File: config.mk
export PLATFORM = sky130hd
export DESIGN_NAME = vehicle_hv_drive_mode_fsm
export DESIGN_NICKNAME = d
export VERILOG_FILES = /design/src/hw/rtl/vhdm_pkg.sv /design/src/hw/rtl/vehicle_hv_drive_mode_fsm.sv /design/src/hw/rtl/vhdm_core.sv
export VERILOG_INCLUDE_DIRS = /design/src /design/src/hw/rtl
export SDC_FILE = /design/constraint.sdc
export NUM_CORES = 1
export LEC_CHECK = 0
export ABC_CLOCK_PERIOD_IN_PS = 9500
export BUFFER_PORTS_ARGS = -buffer_cell sky130_fd_sc_hd__buf_2
export CAP_MARGIN = 20
export CORE_UTILIZATION = 64
export DETAILED_ROUTE_END_ITERATION = 12
export GPL_TIMING_DRIVEN = 0
export PLACE_DENSITY = 0.87
export SLEW_MARGIN = 20
export SYNTH_ARGS = -nofsm -noshare
export SYNTH_HDL_FRONTEND = slang
export SYNTH_SLANG_ARGS = --single-unit
File: constraint.sdc
create_clock -name aclk -period 9.5 [get_ports aclk]
set_clock_uncertainty 0.05 [all_clocks]
set_input_delay 1.425 -clock aclk [delete_from_list [all_inputs] [get_ports aclk]]
set_output_delay 1.425 -clock aclk [all_outputs]
set_load 0.02 [all_outputs]
File: src/hw/rtl/vehicle_hv_drive_mode_fsm_macros.svh
// Assertion macros for the HV drive mode block.
// Used by vehicle_hv_drive_mode_fsm.sv; needs no other file.
`ifndef VEHICLE_HV_DRIVE_MODE_FSM_MACROS_SVH
`define VEHICLE_HV_DRIVE_MODE_FSM_MACROS_SVH

// Same-cycle implication, disabled while reset is asserted
`define VHDM_ASSERT_NOW(label, clk, rstn, ante, cons, msg) \
    label: assert property (@(posedge clk) disable iff (!(rstn)) (ante) |-> (cons)) \
        else $error(msg);

// Next-cycle implication, disabled while reset is asserted
`define VHDM_ASSERT_NEXT(label, clk, rstn, ante, cons, msg) \
    label: assert property (@(posedge clk) disable iff (!(rstn)) (ante) |=> (cons)) \
        else $error(msg);

`endif

File: src/hw/rtl/vhdm_pkg.sv
// Shared types and constants for the HV drive mode block.
// No dependencies; used by vhdm_core and vehicle_hv_drive_mode_fsm.
`timescale 1ns / 1ps

package vhdm_pkg;

    // Operating modes, encoded as reported on the result beat
    typedef enum logic [2:0] {
        MODE_STANDBY   = 3'd0,
        MODE_PRECHARGE = 3'd1,
        MODE_HVON      = 3'd2,
        MODE_DRIVE     = 3'd3,
        MODE_NOTDRIVE  = 3'd4
    } mode_t;

    // Configuration register indexes
    localparam logic [2:0] CFG_SC_THRESHOLD    = 3'd0;
    localparam logic [2:0] CFG_READY_BRAKE     = 3'd1;
    localparam logic [2:0] CFG_RESUME_BRAKE    = 3'd2;
    localparam logic [2:0] CFG_REGEN_BRAKE     = 3'd3;
    localparam logic [2:0] CFG_REGEN_LEVEL     = 3'd4;
    localparam logic [2:0] CFG_PRECHARGE_TICKS = 3'd5;

    // Configuration reset values
    localparam logic [11:0] SC_THRESHOLD_RST    = 12'd600;
    localparam logic [6:0]  READY_BRAKE_RST     = 7'd10;
    localparam logic [6:0]  RESUME_BRAKE_RST    = 7'd10;
    localparam logic [6:0]  REGEN_BRAKE_RST     = 7'd40;
    localparam logic [10:0] REGEN_LEVEL_RST     = 11'd1613;
    localparam logic [15:0] PRECHARGE_TICKS_RST = 16'd3000;

    localparam int IN_TDATA_W  = 48;
    localparam int OUT_TDATA_W = 40;
    localparam int CFG_DATA_W  = 16;

    typedef struct packed {
        logic [11:0] sc_threshold;
        logic [6:0]  ready_brake_threshold;
        logic [6:0]  resume_brake_threshold;
        logic [6:0]  regen_brake_threshold;
        logic [10:0] regen_level;
        logic [15:0] precharge_ticks;
    } cfg_t;

    typedef struct packed {
        logic        air_button;
        logic        ready_button;
        logic [11:0] sc_voltage;
        logic [6:0]  brake_percent;
        logic [6:0]  pedal_one_percent;
        logic [6:0]  pedal_two_percent;
        logic        pedals_plausible;
        logic        brake_plausible;
        logic [7:0]  torque_coefficient;
    } in_beat_t;

    typedef struct packed {
        mode_t       mode;
        logic [15:0] precharge_count;
        logic        ready_flag;
        logic [15:0] held_torque;
        logic [10:0] held_regen;
    } state_t;

    typedef struct packed {
        mode_t       mode;
        logic        precharge_relay;
        logic        negative_relay;
        logic        positive_relay;
        logic        ready_to_drive;
        logic        sound_start;
        logic [15:0] torque_cmd;
        logic [10:0] regen_request;
    } result_t;

endpackage

File: src/hw/rtl/vehicle_hv_drive_mode_fsm.sv
// Throughput: one beat per cycle while the result beat is drained (m_tready high);
// the input register feeds the mode update, which writes the result register
// and the machine state at the same edge.
// Reset (aresetn low, synchronous): standby, counters and requests zero,
// configuration registers back to their defaults, both channels empty.
// Depends on vhdm_pkg, vhdm_core and vehicle_hv_drive_mode_fsm_macros.svh.
`timescale 1ns / 1ps
`include "vehicle_hv_drive_mode_fsm_macros.svh"

module vehicle_hv_drive_mode_fsm (
    input  logic                               aclk,
    input  logic                               aresetn,
    // sensor snapshot beats
    input  logic                               s_tvalid,
    output logic                               s_tready,
    // air_button, ready_button, sc_voltage, brake_percent, pedal_one_percent,
    // pedal_two_percent, pedals_plausible, brake_plausible, torque_coefficient
    input  logic [vhdm_pkg::IN_TDATA_W-1:0]    s_tdata,
    // result beats
    output logic                               m_tvalid,
    input  logic                               m_tready,
    // mode, precharge_relay, negative_relay, positive_relay, ready_to_drive,
    // sound_start, torque_cmd, regen_request
    output logic [vhdm_pkg::OUT_TDATA_W-1:0]   m_tdata,
    // configuration writes
    input  logic                               cfg_valid,
    output logic                               cfg_ready,
    input  logic [2:0]                         cfg_index,
    input  logic [vhdm_pkg::CFG_DATA_W-1:0]    cfg_data
);

    vhdm_pkg::cfg_t     cfg_reg;
    vhdm_pkg::state_t   state_reg;
    vhdm_pkg::state_t   state_next;
    vhdm_pkg::in_beat_t in_reg;
    vhdm_pkg::in_beat_t in_beat;
    vhdm_pkg::result_t  res_reg;
    vhdm_pkg::result_t  res_next;
    logic               in_valid_reg;
    logic               out_valid_reg;
    logic               advance;

    // Unpack the incoming beat
    always_comb begin
        in_beat.air_button         = s_tdata[0];
        in_beat.ready_button       = s_tdata[1];
        in_beat.sc_voltage         = s_tdata[13:2];
        in_beat.brake_percent      = s_tdata[20:14];
        in_beat.pedal_one_percent  = s_tdata[27:21];
        in_beat.pedal_two_percent  = s_tdata[34:28];
        in_beat.pedals_plausible   = s_tdata[35];
        in_beat.brake_plausible    = s_tdata[36];
        in_beat.torque_coefficient = s_tdata[44:37];
    end

    // Advance when the result register is free or being drained
    assign advance   = in_valid_reg && (!out_valid_reg || m_tready);
    assign s_tready  = !in_valid_reg || advance;
    assign m_tvalid  = out_valid_reg;
    assign cfg_ready = 1'b1;

    // Configuration registers
    always_ff @(posedge aclk) begin
        if (!aresetn) begin
            cfg_reg.sc_threshold           <= vhdm_pkg::SC_THRESHOLD_RST;
            cfg_reg.ready_brake_threshold  <= vhdm_pkg::READY_BRAKE_RST;
            cfg_reg.resume_brake_threshold <= vhdm_pkg::RESUME_BRAKE_RST;
            cfg_reg.regen_brake_threshold  <= vhdm_pkg::REGEN_BRAKE_RST;
            cfg_reg.regen_level            <= vhdm_pkg::REGEN_LEVEL_RST;
            cfg_reg.precharge_ticks        <= vhdm_pkg::PRECHARGE_TICKS_RST;
        end else if (cfg_valid && cfg_ready) begin
            case (cfg_index)
                vhdm_pkg::CFG_SC_THRESHOLD:    cfg_reg.sc_threshold <= cfg_data[11:0];
                vhdm_pkg::CFG_READY_BRAKE:     cfg_reg.ready_brake_threshold <= cfg_data[6:0];
                vhdm_pkg::CFG_RESUME_BRAKE:    cfg_reg.resume_brake_threshold <= cfg_data[6:0];
                vhdm_pkg::CFG_REGEN_BRAKE:     cfg_reg.regen_brake_threshold <= cfg_data[6:0];
                vhdm_pkg::CFG_REGEN_LEVEL:     cfg_reg.regen_level <= cfg_data[10:0];
                vhdm_pkg::CFG_PRECHARGE_TICKS: cfg_reg.precharge_ticks <= cfg_data;
                default: begin
                end
            endcase
        end
    end

    // Input register: hold the beat until it advances
    always_ff @(posedge aclk) begin
        if (!aresetn) begin
            in_valid_reg <= 1'b0;
        end else if (s_tready) begin
            in_valid_reg <= s_tvalid;
        end
    end

    always_ff @(posedge aclk) begin
        if (s_tvalid && s_tready) begin
            in_reg <= in_beat;
        end
    end

    // Mode update
    vhdm_core u_core (
        .in_beat (in_reg),
        .cur     (state_reg),
        .cfg     (cfg_reg),
        .nxt     (state_next),
        .res     (res_next)
    );

    // Machine state: update once per advancing beat
    always_ff @(posedge aclk) begin
        if (!aresetn) begin
            state_reg.mode            <= vhdm_pkg::MODE_STANDBY;
            state_reg.precharge_count <= '0;
            state_reg.ready_flag      <= 1'b0;
            state_reg.held_torque     <= '0;
            state_reg.held_regen      <= '0;
        end else if (advance) begin
            state_reg <= state_next;
        end
    end

    // Result register
    always_ff @(posedge aclk) begin
        if (!aresetn) begin
            out_valid_reg <= 1'b0;
        end else if (advance) begin
            out_valid_reg <= 1'b1;
        end else if (m_tready) begin
            out_valid_reg <= 1'b0;
        end
    end

    always_ff @(posedge aclk) begin
        if (advance) begin
            res_reg <= res_next;
        end
    end

    // Pack the result beat
    assign m_tdata = {5'b0,
                      res_reg.regen_request,
                      res_reg.torque_cmd,
                      res_reg.sound_start,
                      res_reg.ready_to_drive,
                      res_reg.positive_relay,
                      res_reg.negative_relay,
                      res_reg.precharge_relay,
                      res_reg.mode};

    // Checks
    `VHDM_ASSERT_NOW(a_sound_in_drive, aclk, aresetn,
        out_valid_reg && res_reg.sound_start,
        (res_reg.mode == vhdm_pkg::MODE_DRIVE) && res_reg.ready_to_drive,
        "sound pulse outside drive entry")
    `VHDM_ASSERT_NOW(a_relay_exclusive, aclk, aresetn,
        out_valid_reg,
        !(res_reg.precharge_relay && res_reg.positive_relay),
        "precharge and positive relay closed together")
    `VHDM_ASSERT_NEXT(a_state_holds, aclk, aresetn,
        !advance,
        $stable(state_reg),
        "machine state moved without an advancing beat")
    `VHDM_ASSERT_NEXT(a_advance_fills, aclk, aresetn,
        advance,
        out_valid_reg,
        "advancing beat did not reach the result register")

endmodule

File: src/hw/rtl/vhdm_core.sv
// Update of the drive mode machine for one beat: next state and result beat.
// Purely combinational; depends on vhdm_pkg.
`timescale 1ns / 1ps

module vhdm_core (
    input  vhdm_pkg::in_beat_t in_beat,
    input  vhdm_pkg::state_t   cur,
    input  vhdm_pkg::cfg_t     cfg,
    output vhdm_pkg::state_t   nxt,
    output vhdm_pkg::result_t  res
);

    logic        above;
    logic        below;
    logic        drive_ok;
    logic [15:0] count_inc;
    logic [7:0]  pedal_sum;
    logic [14:0] torque_prod;

    // Shared comparisons and datapath terms
    assign above       = in_beat.sc_voltage > cfg.sc_threshold;
    assign below       = in_beat.sc_voltage < cfg.sc_threshold;
    assign drive_ok    = above && cur.ready_flag && in_beat.pedals_plausible
                         && in_beat.brake_plausible;
    assign count_inc   = (cur.precharge_count == 16'hFFFF) ? cur.precharge_count
                                                           : cur.precharge_count + 16'd1;
    assign pedal_sum   = {1'b0, in_beat.pedal_one_percent}
                         + {1'b0, in_beat.pedal_two_percent};
    assign torque_prod = in_beat.torque_coefficient * pedal_sum[7:1];

    // Next state
    always_comb begin
        nxt = cur;
        case (cur.mode)
            vhdm_pkg::MODE_PRECHARGE: begin
                nxt.precharge_count = count_inc;
                if (count_inc >= cfg.precharge_ticks) begin
                    nxt.mode = vhdm_pkg::MODE_HVON;
                end
            end
            vhdm_pkg::MODE_HVON: begin
                if (above && (in_beat.brake_percent > cfg.ready_brake_threshold)
                        && in_beat.ready_button) begin
                    nxt.ready_flag = 1'b1;
                    nxt.mode       = vhdm_pkg::MODE_DRIVE;
                end
                if (below) begin
                    nxt.mode = vhdm_pkg::MODE_STANDBY;
                end
            end
            vhdm_pkg::MODE_DRIVE: begin
                if (drive_ok) begin
                    if (in_beat.brake_percent < cfg.regen_brake_threshold) begin
                        nxt.held_torque = {1'b0, torque_prod};
                        nxt.held_regen  = '0;
                    end else begin
                        nxt.held_torque = '0;
                        nxt.held_regen  = cfg.regen_level;
                    end
                end else begin
                    if (below) begin
                        nxt.mode = vhdm_pkg::MODE_STANDBY;
                    end
                    // pedal fault wins over undervoltage
                    if (!in_beat.pedals_plausible) begin
                        nxt.held_torque = '0;
                        nxt.mode        = vhdm_pkg::MODE_NOTDRIVE;
                    end
                end
            end
            vhdm_pkg::MODE_NOTDRIVE: begin
                if (below) begin
                    nxt.mode = vhdm_pkg::MODE_STANDBY;
                end
                if (in_beat.pedals_plausible
                        && (in_beat.brake_percent < cfg.resume_brake_threshold)) begin
                    nxt.ready_flag = 1'b1;
                    nxt.mode       = vhdm_pkg::MODE_DRIVE;
                end
            end
            default: begin
                nxt.ready_flag = 1'b0;
                nxt.mode       = vhdm_pkg::MODE_STANDBY;
                if (in_beat.air_button && above) begin
                    nxt.precharge_count = '0;
                    nxt.mode            = vhdm_pkg::MODE_PRECHARGE;
                end
            end
        endcase
    end

    // Outputs: relays follow the new mode, sound marks the HV-on to drive step
    always_comb begin
        res.mode            = nxt.mode;
        res.ready_to_drive  = nxt.ready_flag;
        res.torque_cmd      = nxt.held_torque;
        res.regen_request   = nxt.held_regen;
        res.sound_start     = (cur.mode == vhdm_pkg::MODE_HVON)
                              && (nxt.mode == vhdm_pkg::MODE_DRIVE);
        case (nxt.mode)
            vhdm_pkg::MODE_STANDBY: begin
                res.precharge_relay = 1'b0;
                res.negative_relay  = 1'b0;
                res.positive_relay  = 1'b0;
            end
            vhdm_pkg::MODE_PRECHARGE: begin
                res.precharge_relay = 1'b1;
                res.negative_relay  = 1'b1;
                res.positive_relay  = 1'b0;
            end
            default: begin
                res.precharge_relay = 1'b0;
                res.negative_relay  = 1'b1;
                res.positive_relay  = 1'b1;
            end
        endcase
    end

endmodule

==> impl_metrics.json <==
{
  "final_period_minus_worst_setup_slack_ps": 6160,
  "share_of_the_core_filled_with_cells": 0.748,
  "cts.path.max_buffers": 2,
  "maxClockFrequency_mhz": 162,
  "maxSlewViolCount": 0,
  "core-area_um2": 15900,
  "drv.max_cap_violation_count": 0,
  "topRoutingLayerUsed": "met4",
  "yosys_warnings": 0,
  "drc": 0,
  "final-setup-viol-count": 0,
  "status": "finished clean",
  "fp-row-count": 46,
  "antenna_violating_nets_left": 0,
  "report.final.hold_viol_count": 0,
  "die-area_um2": 16900,
  "register_area_um2": 4580,
  "ys_seq_elements": 189,
  "clk_latency_ps": 440,
  "seq_area_frac_synth": 0.438,
  "total_setup_buffers_inserted_after_cts": 0,
  "ff2ff_setup_slack_ps": 3340,
  "initial_core_utilization": 0.656,
  "antenna_violations_before_repair": 0,
  "multi_input_comb_area_um2": 5350,
  "synth_cell_type_count": 77,
  "timing.final.crit_share": 0.648,
  "syn_area_um2": 10500,
  "grt_start_max_net_pins": 36,
  "critPathRequiredTime_ps": 9630,
  "totalNegativeSetupSlack_ps": 0,
  "detailedRoute.firstPassIterationCount": 6,
  "count_of_flip_flops_with_a_built_in_enable_after_synthesis": 80,
  "first_global_vias": 7765,
  "dr.first_iter.drc_count": 802,
  "globalRouteOverflowTotal": 0,
  "cts.reportedPaths.clkPinSlew_ps": 70,
  "number_of_cells_produced_by_synthesis": 1056,
  "worst-slew-pin-transition_ps": 764,
  "viasPerCell": 5.85,
  "drt-total-wl_um": 22700,
  "htree_levels": 4,
  "nNetsFinal": 1374,
  "ios": 115,
  "count_of_buffers_from_port_buffering": 104,
  "antenna_cells": 0,
  "clock_tree_from_tritoncts": "built",
  "predominant_post_synthesis_flop_cell": "sky130_fd_sc_hd__dfxtp_1",
  "detail_route.wirelength.met1_um": 10100,
  "route.met2.wl_um": 10600,
  "criticalPathCategory": "reg -> reg",
  "pwr_density_cell_nw_per_um2": 207,
  "clock_sink_count": 189,
  "endpoint_kind": "flop",
  "critPathArrivalTime_ps": 6290,
  "critical_path.max_fanout": 8,
  "track_usage": 0.286,
  "ctsResizeCount": 0,
  "die_w_um": 130,
  "cts_made_buffers": 17,
  "relative_slew_margins": 0.491,
  "detail_route.wl_per_cell_um": 16.0,
  "chipHeight_um": 130,
  "cts_root_buffer": "sky130_fd_sc_hd__clkbuf_16",
  "synth-async-reset-ratio": 0,
  "routed-via-count": 8274,
  "global_route_wire_length_before_repair_um": 37000,
  "syn_to_final_growth_pct": 14.0,
  "static-leakage-power_nw": 5.15,
  "ir_drop_mv": 0.202,
  "holdCritPathClass": "reg -> reg",
  "post_cts_hold_buffer_count": 0,
  "critPathLaunchType": "flop",
  "syn_avg_cell_area_um2": 9.91,
  "largest_register_ffs": 60,
  "detailed_place_hpwl_um": 17200,
  "place_congestion": 0.908,
  "rsz0062_at_grt": "no",
  "drive_gt1_frac": 0.155,
  "fillerInstances": 1119,
  "routed_wire_length_on_met3_um": 1400
}
-- cell usage after synthesis, types with 4 or more instances --
master	n	area share
sky130_fd_sc_hd__nand2_1	159	0.057
sky130_fd_sc_hd__dfxtp_1	109	0.21
sky130_fd_sc_hd__ha_1	87	0.10
sky130_fd_sc_hd__inv_1	86	0.031
sky130_fd_sc_hd__edfxtp_1	80	0.23
sky130_fd_sc_hd__a21oi_1	59	0.028
sky130_fd_sc_hd__and2_1	41	0.025
sky130_fd_sc_hd__nor2_1	40	0.014
sky130_fd_sc_hd__nand3_1	38	0.018
sky130_fd_sc_hd__o21ai_0	36	0.017
sky130_fd_sc_hd__fa_1	30	0.057
sky130_fd_sc_hd__clkbuf_1	28	0.010
sky130_fd_sc_hd__a32o_1	21	0.020
sky130_fd_sc_hd__a31oi_1	18	0.011
sky130_fd_sc_hd__xnor2_1	18	0.015
sky130_fd_sc_hd__o211ai_1	16	0.011
sky130_fd_sc_hd__and3_1	14	0.0084
sky130_fd_sc_hd__nor3_1	14	0.0067
sky130_fd_sc_hd__a22o_1	13	0.011
sky130_fd_sc_hd__nand4_1	10	0.0060
sky130_fd_sc_hd__a21o_1	9	0.0065
sky130_fd_sc_hd__buf_2	8	0.0038
sky130_fd_sc_hd__buf_4	8	0.0057
sky130_fd_sc_hd__mux2i_1	7	0.0067
sky130_fd_sc_hd__nor2b_1	7	0.0042
sky130_fd_sc_hd__o221a_2	7	0.0075
sky130_fd_sc_hd__xor2_1	7	0.0059
sky130_fd_sc_hd__a211oi_1	6	0.0043
sky130_fd_sc_hd__o21a_1	6	0.0043
sky130_fd_sc_hd__nand2b_1	5	0.0030
sky130_fd_sc_hd__o21bai_1	4	0.0029
sky130_fd_sc_hd__or3_1	4	0.0024
-- layout make-up --
type | count | share of cell area
clock buffers | 19 | 0.0380
clock inverters | 13 | 0.0129
multi-input cells | 739 | 0.449
flip-flops and latches | 189 | 0.385
repair buffers | 106 | 0.0476
plain buffers | 46 | 0.0186
inverters | 86 | 0.0271
well taps | 216 | 0.0227
-- logic make-up (layout without fill, tap and decap cells) --
group | Yosys count | after routing | synth area share
other | 2 | 6 | 0.000718
DFF | 189 | 189 | 0.438
muxes | 8 | 8 | 0.00813
and+or+nand+nor | 354 | 354 | 0.163
adders and majority gates | 117 | 117 | 0.161
xor gates and xnor gates | 26 | 26 | 0.0225
buffers and inverters | 132 | 270 | 0.0519
AOI/OAI and AO/OA | 228 | 228 | 0.154
-- per-layer routing --
metal / vias up / GRT usage
met3: 50 / 0.0545
met2: 310 / 0.469
met1: 3913 / 0.373
met5: - / 0
li1: 4001 / -
met4: 0 / 0.118
-- critical path: stages, from the launching register on --
cell and delay, ps:
sky130_fd_sc_hd__edfxtp_1 380, sky130_fd_sc_hd__and2_1 180, sky130_fd_sc_hd__fa_1 410, sky130_fd_sc_hd__a21o_1 170, sky130_fd_sc_hd__a21oi_1 210, sky130_fd_sc_hd__o21bai_1 90, sky130_fd_sc_hd__a21oi_1 180, sky130_fd_sc_hd__xnor2_1 300
sky130_fd_sc_hd__and2_1 230, sky130_fd_sc_hd__fa_1 450, sky130_fd_sc_hd__fa_1 520, sky130_fd_sc_hd__fa_1 550, sky130_fd_sc_hd__inv_1 60, sky130_fd_sc_hd__fa_1 520, sky130_fd_sc_hd__inv_1 40, sky130_fd_sc_hd__ha_1 330
sky130_fd_sc_hd__or3_1 310, sky130_fd_sc_hd__o21ai_0 110, sky130_fd_sc_hd__a211oi_1 110, sky130_fd_sc_hd__o31ai_1 320, sky130_fd_sc_hd__xnor2_1 180, sky130_fd_sc_hd__a22o_1 220
-- stage by stage --
stage | instances | worst slack, ps | power, mW | instance area, um2 | hold slack, ps
floorplan | 1060 | 3780 | 1.54 | 10500 | 386
CTS | 1414 | 3360 | 2.46 | 11900 | 406
global placement | 1380 | 3420 | 1.71 | 11300 | 392
finish | 1414 | 3340 | 2.47 | 11900 | 407
detailed placement | 1382 | 3370 | 1.74 | 11300 | 397
global route | 1414 | 2990 | 2.62 | 11900 | 425
-- cell usage in the layout (no fill, tap or decap), drive strengths merged, types with 9 or more instances in the layout --
cell	Yosys	layout
nand3	38	38
o211ai	17	17
inv	86	92
nand2	160	160
o21ai	39	39
a32o	21	21
buf	18	124
nor3	15	15
a22o	13	13
dfxtp	109	109
edfxtp	80	80
ha	87	87
xnor2	19	19
nand4	11	11
and3	14	14
and2	41	41
a21o	9	9
nor2	41	41
fa	30	30
a31oi	18	18
clkbuf	28	47
a21oi	59	59
-- where the power goes --
| group | internal, mW | switching [mW] | leakage [nW] |
|---|---|---|---|
| Clock | 0.409 | 0.323 | 0.297 |
| Combinational | 0.340 | 0.502 | 3.20 |
| Sequential | 0.879 | 0.0176 | 1.65 |
| Total | 1.63 | 0.842 | 5.15 |
-- worst paths after layout --
path,start,cells after the start,end
worst min-delay path,cfg_reg[49],2,cfg_reg[49]
worst max register to register,in_reg[10],21,m_tdata[22]
worst max-delay path,in_reg[10],21,m_tdata[22]
worst min register to register,cfg_reg[49],2,cfg_reg[49]
(Power assumes the default switching activity.)
